===== src/hw/rtl/ecpr_pkg.sv =====
// Shared types and codes for the enhanced clock page replacer
`timescale 1ns / 1ps

package ecpr_pkg;

   // one page reference
   typedef struct packed {
      logic [15:0] page_number;
      logic        is_write;
   } req_type;

   // frame assignment for one reference
   typedef struct packed {
      logic [2:0] frame_index;
      logic [1:0] outcome;
   } rsp_type;

   // outcome codes
   localparam logic [1:0] OUTCOME_HIT  = 2'd0;
   localparam logic [1:0] OUTCOME_FILL = 2'd1;
   localparam logic [1:0] OUTCOME_REPL = 2'd2;

   // controller states, one-hot
   typedef enum logic [4:0] {
      ST_IDLE   = 5'b00001,
      ST_SEARCH = 5'b00010,
      ST_SCAN_A = 5'b00100,
      ST_SCAN_B = 5'b01000,
      ST_FINISH = 5'b10000
   } state_type;

endpackage


===== src/hw/rtl/ecpr_page_mem.sv =====
// Page number memory: one write port, one read port, registered read data
`timescale 1ns / 1ps

module ecpr_page_mem #(
   parameter int DEPTH = 8,
   parameter int WIDTH = 16
) (
   input  logic                     clock,
   input  logic                     wr_en,
   input  logic [$clog2(DEPTH)-1:0] wr_addr,
   input  logic [WIDTH-1:0]         wr_data,
   input  logic                     rd_en,
   input  logic [$clog2(DEPTH)-1:0] rd_addr,
   output logic [WIDTH-1:0]         rd_data
);

   logic [WIDTH-1:0] mem_ff [DEPTH];
   logic [WIDTH-1:0] rd_data_ff;

   // write port
   always_ff @(posedge clock) begin
      if (wr_en) begin
         mem_ff[wr_addr] <= wr_data;
      end
   end

   // read port, registered
   always_ff @(posedge clock) begin
      if (rd_en) begin
         rd_data_ff <= mem_ff[rd_addr];
      end
   end

   assign rd_data = rd_data_ff;

endmodule


===== src/hw/rtl/enhanced_clock_page_replacer.sv =====
// Top level of the enhanced second-chance clock page replacer
`timescale 1ns / 1ps

// Takes one page reference at a time and returns the frame that holds the page
// and whether it hit, filled a free frame or replaced a victim. Page numbers sit
// in a single-port-read memory that is searched one frame per cycle. When every
// frame is full, the search reads every frame and the victim scan then walks the
// use and modify bits one frame per cycle from the clock hand, through at most a
// clean pass, a dirty pass that clears use bits, a second clean pass, and a dirty
// pass that hits at once, with the result passing through the finish state into
// the output register.
// A new request is taken once the previous one has reached the output
// register; a waiting response does not block the next search.
module enhanced_clock_page_replacer #(
   parameter int FRAME_COUNT = 8,
   parameter int PAGE_BITS   = 16
) (
   input  logic            clock,
   input  logic            reset,
   input  logic            req_valid,
   output logic            req_stall,
   input  ecpr_pkg::req_type req_data,
   output logic            rsp_valid,
   input  logic            rsp_stall,
   output ecpr_pkg::rsp_type rsp_data
);

   import ecpr_pkg::*;

   localparam int FI_W  = $clog2(FRAME_COUNT);
   localparam int CNT_W = $clog2(FRAME_COUNT + 1);
   localparam logic [CNT_W-1:0] FRAME_TOTAL = CNT_W'(FRAME_COUNT);
   localparam logic [FI_W-1:0]  LAST_FRAME  = FI_W'(FRAME_COUNT - 1);

   // control registers
   state_type              state_ff, state_in;
   logic [CNT_W-1:0]       fill_ff, fill_in;
   logic [FI_W-1:0]        hand_ff, hand_in;
   logic [FRAME_COUNT-1:0] use_ff, use_in;
   logic [FRAME_COUNT-1:0] mod_ff, mod_in;
   logic [CNT_W-1:0]       issue_ff, issue_in;
   logic                   cmp_valid_ff, cmp_valid_in;
   logic                   rsp_valid_ff, rsp_valid_in;

   // payload registers
   logic [PAGE_BITS-1:0]   page_ff, page_in;
   logic                   wr_ff, wr_in;
   logic [FI_W-1:0]        cmp_idx_ff, cmp_idx_in;
   logic [FI_W-1:0]        scan_ff, scan_in;
   logic [FI_W-1:0]        step_ff, step_in;
   rsp_type                res_ff, res_in;
   rsp_type                rsp_ff, rsp_in;

   // memory port signals
   logic                   mem_wr_en;
   logic [FI_W-1:0]        mem_wr_addr;
   logic [PAGE_BITS-1:0]   mem_wr_data;
   logic                   mem_rd_en;
   logic [FI_W-1:0]        mem_rd_addr;
   logic [PAGE_BITS-1:0]   mem_rd_data;

   logic                   req_accept;
   logic [31:0]            req_page_wide;
   logic [PAGE_BITS-1:0]   req_page;

   // ring successor of a frame
   function automatic logic [FI_W-1:0] ring_next(input logic [FI_W-1:0] f);
      if (f == LAST_FRAME) begin
         return '0;
      end else begin
         return f + 1'b1;
      end
   endfunction

   // frame number into the 3 bit result field
   function automatic logic [2:0] frame_field(input logic [FI_W-1:0] f);
      logic [63:0] wide;
      wide = 64'(f);
      return wide[2:0];
   endfunction

   // page number reduced to the stored width
   assign req_page_wide = 32'(req_data.page_number);
   assign req_page      = req_page_wide[PAGE_BITS-1:0];

   assign req_stall  = (state_ff != ST_IDLE);
   assign req_accept = req_valid && !req_stall;
   assign rsp_valid  = rsp_valid_ff;
   assign rsp_data   = rsp_ff;

   ecpr_page_mem #(
      .DEPTH (FRAME_COUNT),
      .WIDTH (PAGE_BITS)
   ) u_page_mem (
      .clock   (clock),
      .wr_en   (mem_wr_en),
      .wr_addr (mem_wr_addr),
      .wr_data (mem_wr_data),
      .rd_en   (mem_rd_en),
      .rd_addr (mem_rd_addr),
      .rd_data (mem_rd_data)
   );

   // sequencer: search, fill, victim scan, hand-off to output register
   always_comb begin
      state_in     = state_ff;
      fill_in      = fill_ff;
      hand_in      = hand_ff;
      use_in       = use_ff;
      mod_in       = mod_ff;
      issue_in     = issue_ff;
      cmp_valid_in = 1'b0;
      cmp_idx_in   = cmp_idx_ff;
      page_in      = page_ff;
      wr_in        = wr_ff;
      scan_in      = scan_ff;
      step_in      = step_ff;
      res_in       = res_ff;
      rsp_in       = rsp_ff;
      rsp_valid_in = rsp_valid_ff && rsp_stall;
      mem_wr_en    = 1'b0;
      mem_wr_addr  = fill_ff[FI_W-1:0];
      mem_wr_data  = page_ff;
      mem_rd_en    = 1'b0;
      mem_rd_addr  = issue_ff[FI_W-1:0];

      unique case (state_ff)
         ST_IDLE: begin
            if (req_accept) begin
               page_in  = req_page;
               wr_in    = req_data.is_write;
               issue_in = '0;
               state_in = ST_SEARCH;
            end
         end

         ST_SEARCH: begin
            if (cmp_valid_ff && (mem_rd_data == page_ff)) begin
               // hit on a filled frame
               use_in[cmp_idx_ff] = 1'b1;
               if (wr_ff) begin
                  mod_in[cmp_idx_ff] = 1'b1;
               end
               res_in.frame_index = frame_field(cmp_idx_ff);
               res_in.outcome     = OUTCOME_HIT;
               state_in           = ST_FINISH;
            end else if (issue_ff < fill_ff) begin
               // read next filled frame, compare next cycle
               mem_rd_en    = 1'b1;
               issue_in     = issue_ff + 1'b1;
               cmp_valid_in = 1'b1;
               cmp_idx_in   = issue_ff[FI_W-1:0];
            end else if (!cmp_valid_ff) begin
               if (fill_ff != FRAME_TOTAL) begin
                  // miss with a free frame: lowest free is the fill count
                  mem_wr_en                 = 1'b1;
                  use_in[fill_ff[FI_W-1:0]] = 1'b1;
                  mod_in[fill_ff[FI_W-1:0]] = wr_ff;
                  fill_in                   = fill_ff + 1'b1;
                  res_in.frame_index        = frame_field(fill_ff[FI_W-1:0]);
                  res_in.outcome            = OUTCOME_FILL;
                  state_in                  = ST_FINISH;
               end else begin
                  scan_in  = hand_ff;
                  step_in  = '0;
                  state_in = ST_SCAN_A;
               end
            end
         end

         ST_SCAN_A: begin
            if (!use_ff[scan_ff] && !mod_ff[scan_ff]) begin
               // unused clean victim
               mem_wr_en          = 1'b1;
               mem_wr_addr        = scan_ff;
               use_in[scan_ff]    = 1'b1;
               mod_in[scan_ff]    = wr_ff;
               hand_in            = ring_next(scan_ff);
               res_in.frame_index = frame_field(scan_ff);
               res_in.outcome     = OUTCOME_REPL;
               state_in           = ST_FINISH;
            end else if (step_ff == LAST_FRAME) begin
               scan_in  = hand_ff;
               step_in  = '0;
               state_in = ST_SCAN_B;
            end else begin
               scan_in = ring_next(scan_ff);
               step_in = step_ff + 1'b1;
            end
         end

         ST_SCAN_B: begin
            if (!use_ff[scan_ff] && mod_ff[scan_ff]) begin
               // unused dirty victim
               mem_wr_en          = 1'b1;
               mem_wr_addr        = scan_ff;
               use_in[scan_ff]    = 1'b1;
               mod_in[scan_ff]    = wr_ff;
               hand_in            = ring_next(scan_ff);
               res_in.frame_index = frame_field(scan_ff);
               res_in.outcome     = OUTCOME_REPL;
               state_in           = ST_FINISH;
            end else begin
               // second chance: clear use bit as the hand passes
               use_in[scan_ff] = 1'b0;
               if (step_ff == LAST_FRAME) begin
                  scan_in  = hand_ff;
                  step_in  = '0;
                  state_in = ST_SCAN_A;
               end else begin
                  scan_in = ring_next(scan_ff);
                  step_in = step_ff + 1'b1;
               end
            end
         end

         ST_FINISH: begin
            if (!rsp_valid_ff || !rsp_stall) begin
               rsp_valid_in = 1'b1;
               rsp_in       = res_ff;
               state_in     = ST_IDLE;
            end
         end

         default: begin
            state_in = ST_IDLE;
         end
      endcase
   end

   // control state
   always_ff @(posedge clock) begin
      if (reset) begin
         state_ff     <= ST_IDLE;
         fill_ff      <= '0;
         hand_ff      <= '0;
         use_ff       <= '0;
         mod_ff       <= '0;
         issue_ff     <= '0;
         cmp_valid_ff <= 1'b0;
         rsp_valid_ff <= 1'b0;
      end else begin
         state_ff     <= state_in;
         fill_ff      <= fill_in;
         hand_ff      <= hand_in;
         use_ff       <= use_in;
         mod_ff       <= mod_in;
         issue_ff     <= issue_in;
         cmp_valid_ff <= cmp_valid_in;
         rsp_valid_ff <= rsp_valid_in;
      end
   end

   // payload
   always_ff @(posedge clock) begin
      page_ff    <= page_in;
      wr_ff      <= wr_in;
      cmp_idx_ff <= cmp_idx_in;
      scan_ff    <= scan_in;
      step_ff    <= step_in;
      res_ff     <= res_in;
      rsp_ff     <= rsp_in;
   end

   // fill count never passes the frame count
   a_fill_bound: assert property (@(posedge clock) disable iff (reset)
      fill_ff <= FRAME_TOTAL)
      else $error("fill count beyond frame count");

   // hand stays on the ring
   a_hand_bound: assert property (@(posedge clock) disable iff (reset)
      hand_ff <= LAST_FRAME)
      else $error("clock hand off the ring");

   // victim scan only runs with every frame filled
   a_scan_full: assert property (@(posedge clock) disable iff (reset)
      (state_ff == ST_SCAN_A || state_ff == ST_SCAN_B) |-> (fill_ff == FRAME_TOTAL))
      else $error("victim scan with a free frame");

   // accepted request starts a search
   a_accept_search: assert property (@(posedge clock) disable iff (reset)
      req_accept |=> (state_ff == ST_SEARCH))
      else $error("accepted request did not start a search");

   // finished result waits while the output register is held
   a_finish_hold: assert property (@(posedge clock) disable iff (reset)
      (state_ff == ST_FINISH && rsp_valid_ff && rsp_stall) |=> (state_ff == ST_FINISH))
      else $error("result overwrote a held response");

endmodule


===== config.mk =====
export PLATFORM = sky130hd
export DESIGN_NAME = enhanced_clock_page_replacer
export DESIGN_NICKNAME = d
export VERILOG_FILES = /design/src/hw/rtl/ecpr_pkg.sv /design/src/hw/rtl/ecpr_page_mem.sv /design/src/hw/rtl/enhanced_clock_page_replacer.sv
export SDC_FILE = /design/constraint.sdc
export NUM_CORES = 1
export LEC_CHECK = 0
export BUFFER_PORTS_ARGS = -buffer_cell sky130_fd_sc_hd__buf_2
export CAP_MARGIN = 30
export CORE_MARGIN = 5
export CORE_UTILIZATION = 62
export DETAILED_ROUTE_END_ITERATION = 7
export PLACE_DENSITY = 0.8
export SLEW_MARGIN = 25
export SYNTH_ARGS = -nofsm -noshare
export SYNTH_HDL_FRONTEND = slang
export SYNTH_HIERARCHICAL = 1
export SYNTH_SLANG_ARGS = --single-unit

===== constraint.sdc =====
create_clock -name clock -period 3.9 [get_ports clock]
set_input_delay 0.39 -clock clock [delete_from_list [all_inputs] [get_ports clock]]
set_output_delay 0.39 -clock clock [all_outputs]
set_load 0.05 [all_outputs]

* Yosys cells after proc, flatten, opt, wreduce, memory -nomap -nowiden
Memory sizes are Yosys's and may differ from the RTL's. A register that Yosys moved wholly into a read port is not among the register bits.
Index checks and enable logic that the tools add are counted.
** Cells by class
- $add $sub $neg :: 4
- $lt $le $gt $ge :: 7
- Eq/ne operators :: 27
- Multiplexer cells :: 86
- Bitwise logic cells :: 9
- Reductions and logical operators :: 28
** Operator list (count)
- two-way mux 8 bit :: 13
- two-way mux 5 bit :: 16
- two-way mux 3 bit :: 19
- case mux 8 bit (3 select lines) :: 2
- bitwise OR 8 bit :: 4
- case mux 5 bit (5 select lines) :: 1
- inequality test 2 bit, second input constant :: 11
- two-way mux 1 bit :: 18
- inequality test 3 bit, second input constant :: 6
- case mux 3 bit (3 select lines) :: 2
- bitwise mux 8 bit :: 2
- == test 16 bit :: 1
- case mux 5 bit (3 select lines) :: 1
- AND reduction 7 bit :: 2
- less-than comparator 3 x 4 -> 1 bit, second input constant :: 3
- two-way mux 4 bit :: 3
- case mux 3 bit (2 select lines) :: 2
- AND reduction 6 bit :: 2
- AND reduction 5 bit :: 2
- demux 1 bit (select 3 bit) :: 3
- greater-or-equal comparator 3 x 1 -> 1 bit, second input constant :: 3
- adder 4 x 1 -> 4 bit, second input constant :: 2
- bitwise AND 8 bit :: 1
- logical AND 1 bit :: 8
- other kinds (22) :: 34
** Word-level totals
- Bits in registers :: 70
- Memory bits (writable) :: 128
- Bits of input ports :: 21
- Output and inout bits :: 7
- Memories kept :: 1
** Memory list
- u_page_mem.mem_ff :: words 8, bits a word 16, read ports 1, clocked after Yosys merged registers in 1, write ports 1, line ecpr_page_mem.sv:17 : logic [WIDTH-1:0] mem_ff [DEPTH];

* Logic depth before layout (Yosys ltp)
- Depth in word-level cells :: 10
- Gate-level depth with buffers :: 10

* Cells and area by module
The synthesis kept the hierarchy.
** By module, submodules not included
- ecpr_page_mem :: instances 1, cells each 214, area each 5454.0 um^2, seq. area each 4324.1 um^2
- enhanced_clock_page_replacer :: instances 1, cells each 419, area each 3908.7 um^2, seq. area each 1761.7 um^2

* Worst setup path before layout
OpenSTA, ideal clock, no wires.
- Path type :: reg-to-reg
- From :: reg fill_ff[1]
- To :: mem u_page_mem.mem_ff[0][0] (enable)
- Data arrival time :: 3165 ps
- Required time :: 3491 ps
- Setup slack :: 325 ps
- Stages on the path, launching flop included :: 10
- Buffers on the path :: 1
- Path through :: dfxtp_1 -> clkbuf_1 -> inv_1 -> ha_1 -> a2111oi_0 -> nor3_1 -> nand3_1 -> o21ai_0 -> nand2b_1 -> nor3_1
** Between the ends
- Longest elaborated chain between the ends :: 8
- Elaborated cells on any way between the ends :: 12
** Ends and longest elaborated chain
- start: declaration :: line enhanced_clock_page_replacer.sv:37 : logic [CNT_W-1:0] fill_ff, fill_in;
- start signal: assignment :: line enhanced_clock_page_replacer.sv:244 : fill_ff <= fill_in;
- inequality test 4 bit :: line enhanced_clock_page_replacer.sv:154 : if (fill_ff != FRAME_TOTAL) begin
- two-way mux 1 bit :: line enhanced_clock_page_replacer.sv:154
- two-way mux 1 bit :: line enhanced_clock_page_replacer.sv:153 : end else if (!cmp_valid_ff) begin
- two-way mux 1 bit * :: line enhanced_clock_page_replacer.sv:147 : end else if (issue_ff < fill_ff) begin
- two-way mux 1 bit * :: line enhanced_clock_page_replacer.sv:138 : if (cmp_valid_ff && (mem_rd_data == page_ff)) begin
- case mux 1 bit (3 select lines) * :: line enhanced_clock_page_replacer.sv:127 : unique case (state_ff)
- net mem_wr_en :: line enhanced_clock_page_replacer.sv:55 : logic mem_wr_en;
- two-way mux 1 bit * :: line ecpr_page_mem.sv:22 : if (wr_en) begin
- two-way mux 1 bit (implied by the code) * :: line ecpr_page_mem.sv:23 : mem_ff[wr_addr] <= wr_data;
- end: declaration :: line ecpr_page_mem.sv:17
Mark *: on every way through the listed nets, which the timed path passes. The rest lies on a longest branch.

* Final worst setup path
- From :: reg scan_ff[0]
- To :: mem u_page_mem.mem_ff[7][8] (enable)
** Between the ends
- Elaborated cells on any way between the ends :: 16
** RTL lines
- start: declaration :: line enhanced_clock_page_replacer.sv:49 : logic [FI_W-1:0] scan_ff, scan_in;
- start signal: assignment :: line enhanced_clock_page_replacer.sv:259 : scan_ff <= scan_in;
- binary-select mux 1 bit (select 3 bit) :: line enhanced_clock_page_replacer.sv:172, enhanced_clock_page_replacer.sv:193
- two-way mux 1 bit (implied by the code) :: line enhanced_clock_page_replacer.sv:172, enhanced_clock_page_replacer.sv:193
- zero test 1 bit (on tied branches) :: line enhanced_clock_page_replacer.sv:172, enhanced_clock_page_replacer.sv:193
- logical AND 1 bit (on tied branches) :: line enhanced_clock_page_replacer.sv:193, enhanced_clock_page_replacer.sv:172
- two-way mux 3 bit (on tied branches) :: line enhanced_clock_page_replacer.sv:193, enhanced_clock_page_replacer.sv:172
- case mux 3 bit (2 select lines) * :: line enhanced_clock_page_replacer.sv:127
- net mem_wr_addr[1] :: line enhanced_clock_page_replacer.sv:56 : logic [FI_W-1:0] mem_wr_addr;
Mark *: on every way through the listed nets, which the timed path passes. The rest lies on a longest branch. The select of a mux whose other input is x is not followed.

==> flow_summary.ini <==
[sta]
final-max-slew-violation-count = 0
slew_headroom = 0.429
setup_viol = 0
rsz0062_at_grt = false
fin_setup_tns_ns = 0
holdWs_ns = 0.0545
hold_viol = 0
finClkSkew_ns = 0.0262
fmax_mhz = 295
period_share = 0.871
post-route-min-period_ns = 3.39
setup_ws_ns = 0.505
worst_pin_slew_ns = 0.834

[cells_and_area]
nNetsFinal = 701
ff_latch_area_sq_um = 6090
stdcell_count = 874
nFillCells = 961
final_area_sq_um = 10500
multiInputGateArea_sq_um = 3060
diodes = 0
area_growth_syn_to_layout_pct = 11.9
drive_gt1_frac = 0.171
utilization = 0.697

[logic_synthesis]
yosysMostFrequentCell = edfxtp_1
synth-edff-count = 180
seq_area_frac_synth = 0.650
synthTopCellsByCount = edfxtp_1, nor2_1, dfxtp_1, nand2_1, mux4_1
synth_seq_cells = 214
syn_area_sq_um = 9360
syn_inst = 633
async_flop_share = 0
ys_warn_count = 6
yosys_most_used_dff = edfxtp_1
yosys.area.top_type = edfxtp_1
synth_top_area_frac = 0.577
syn_area_per_cell_sq_um = 14.8
synth_cell_type_count = 65
synth_area_leaders = edfxtp_1, mux4_1, dfxtp_1
syn_nets = 664

[die]
die-area_sq_um = 17700
io_pins = 28
rows = 45
die_height_um = 133
start_util = 0.623
core-area_sq_um = 15000
dieWidth_um = 133

[worst_setup_path]
endpoint = u_page_mem/mem_ff[7][8]$_DFFE_PP_
end_kind = register
cp_max_fo = 20
worstRegToRegCells = 9
crit_start = scan_ff[0]$_DFFE_PP_
cp_cell_sequence = inv_1, a221oi_1, o221a_2, mux2i_1, nor2_2, o21ai_0, nand2_1, nor2_1, buf_4
start_kind = register
cp_slowest_stage_delay_ns = 0.75
cp_top_family = compound AO/OA/AOI/OAI gates
path_depth = 9
path_buf_inv = 2
path_class = reg2reg
r2r_start = scan_ff[0]$_DFFE_PP_
r2r_slack_ns = 0.51
arrival_ns = 3.57
critPathSlowestCell = edfxtp_1
r2r_end = u_page_mem/mem_ff[7][8]$_DFFE_PP_
critical_path_required_ns = 4.07

[global_routing]
grt-ovfl-total = 0
grt_util_all_layers = 0.238
grt_max_degree = 39
grt_pass1_vias = 5551
grt_pass1_wl_um = 32400
grt_antenna_before_repair = 1

[place]
portBuffers = 27
hpwl_um = 13200
place.gp.congestion = 0.957
pre_cts_slack_ns = 0.596
postPlaceCellArea_sq_um = 9740
placed_cells = 834

[drt]
firstDrtPassIters = 7
avgViaCountPerCell = 6.65
first_iter_violations = 840
drt-met1-wl_um = 8570
vias = 5815
drc = 0
route.met2.wl_um = 9450
dr_wl_met3_um = 2290
highest_layer = met5
ant_nets = 0
wirelength_um = 20800
wl_per_cell_um = 23.8

[clock_tree]
path_clk_slew_ns = 0.06
cts_buffers = 22
postCtsSetupBuffers = 0
root_buffer = clkbuf_16
ctsLongestPathBuffers = 3
cts_max_level = 1
cts.sinks = 214
clk_latency_ns = 0.51
cts_tree = built
cts_resized = 0
cts_hold_buf = 0

[power_and_ir_drop]
power_mw = 4.91
total_leakage_power_nw = 3.49
ir_drop_mv = 0.639
p_per_area_nw_per_um2 = 469

[hold_path]
hp-start = req_data[14]
hold_class = in2reg

[job]
cap_violations = 0

[run_status]
outcome = complete, no violations
==> state kept, by name, summed over array words and instances, names as in the netlist, 4 cells and up <==
signal and flops:
u_page_mem/mem_ff 128, mem_wr_data 16, u_page_mem/rd_data 16, mod_ff 8
use_ff 8, res_ff 5, rsp_data 5, state_ff 5
fill_ff 4, issue_ff 4
==> routing by layer <==
layer  vias up  track usage
li1       2596            -
met1      2825        0.353
met2       336        0.352
met3        56       0.0741
met4         2       0.0514
met5         -            0
==> cell usage in the layout (no fill, tap or decap), types with 7 or more instances in the layout <==
cell type / n
edfxtp_1: 180
nor2_1: 45
nand2_1: 34
dfxtp_1: 33
mux4_1: 28
buf_2: 27
clkbuf_16: 23
o21ai_0: 22
a21oi_1: 20
mux2_2: 20
buf_4: 20
nand3_1: 18
nor3_1: 16
a31oi_1: 14
xnor2_1: 13
inv_1: 12
ha_1: 10
clkinv_1: 9
a211oi_1: 9
xor2_1: 8
nand4_1: 8
nor2b_1: 7
==> report_power, final <==
group | total [mW] | internal (mW) | switching, mW | leakage (nW)
logic | 0.210 | 0.0912 | 0.119 | 1.23
clock network | 2.13 | 1.28 | 0.855 | 0.359
registers | 2.57 | 2.52 | 0.0504 | 1.89
==> layout make-up <==
cell class,count,share of cell area
Sequential cell,214,0.581
Multi-Input combinational cell,370,0.292
Clock buffer,24,0.0553
Timing Repair Buffer,48,0.0283
Tap cell,188,0.0224
Clock inverter,16,0.0156
Inverter,14,0.00501
==> cell families after synthesis <==
family / after synthesis / share of synthesized area
buf+inv: 49 / 0.0247
mux: 58 / 0.119
simple gates: 166 / 0.0885
xor+xnor: 21 / 0.0196
fa+ha+maj: 10 / 0.0134
compound gates: 115 / 0.0851
flops: 214 / 0.650
==> worst min path at each step <==
stage / to / slack (ns) / cells after the start
6_report: mem_wr_data[13]$_DFFE_PP_ / 0.05 / 1
5_1_grt: mem_wr_data[10]$_DFFE_PP_ / 0.05 / 1
4_1_cts: mem_wr_data[10]$_DFFE_PP_ / 0.05 / 1
3_5_place_dp: rsp_data[2]$_DFFE_PP_ / 0.41 / 0
3_3_place_gp: rsp_data[4]$_DFFE_PP_ / 0.40 / 0
2_1_floorplan: rsp_data[0]$_DFFE_PP_ / 0.40 / 0
Power figures use the tool's default switching activity.
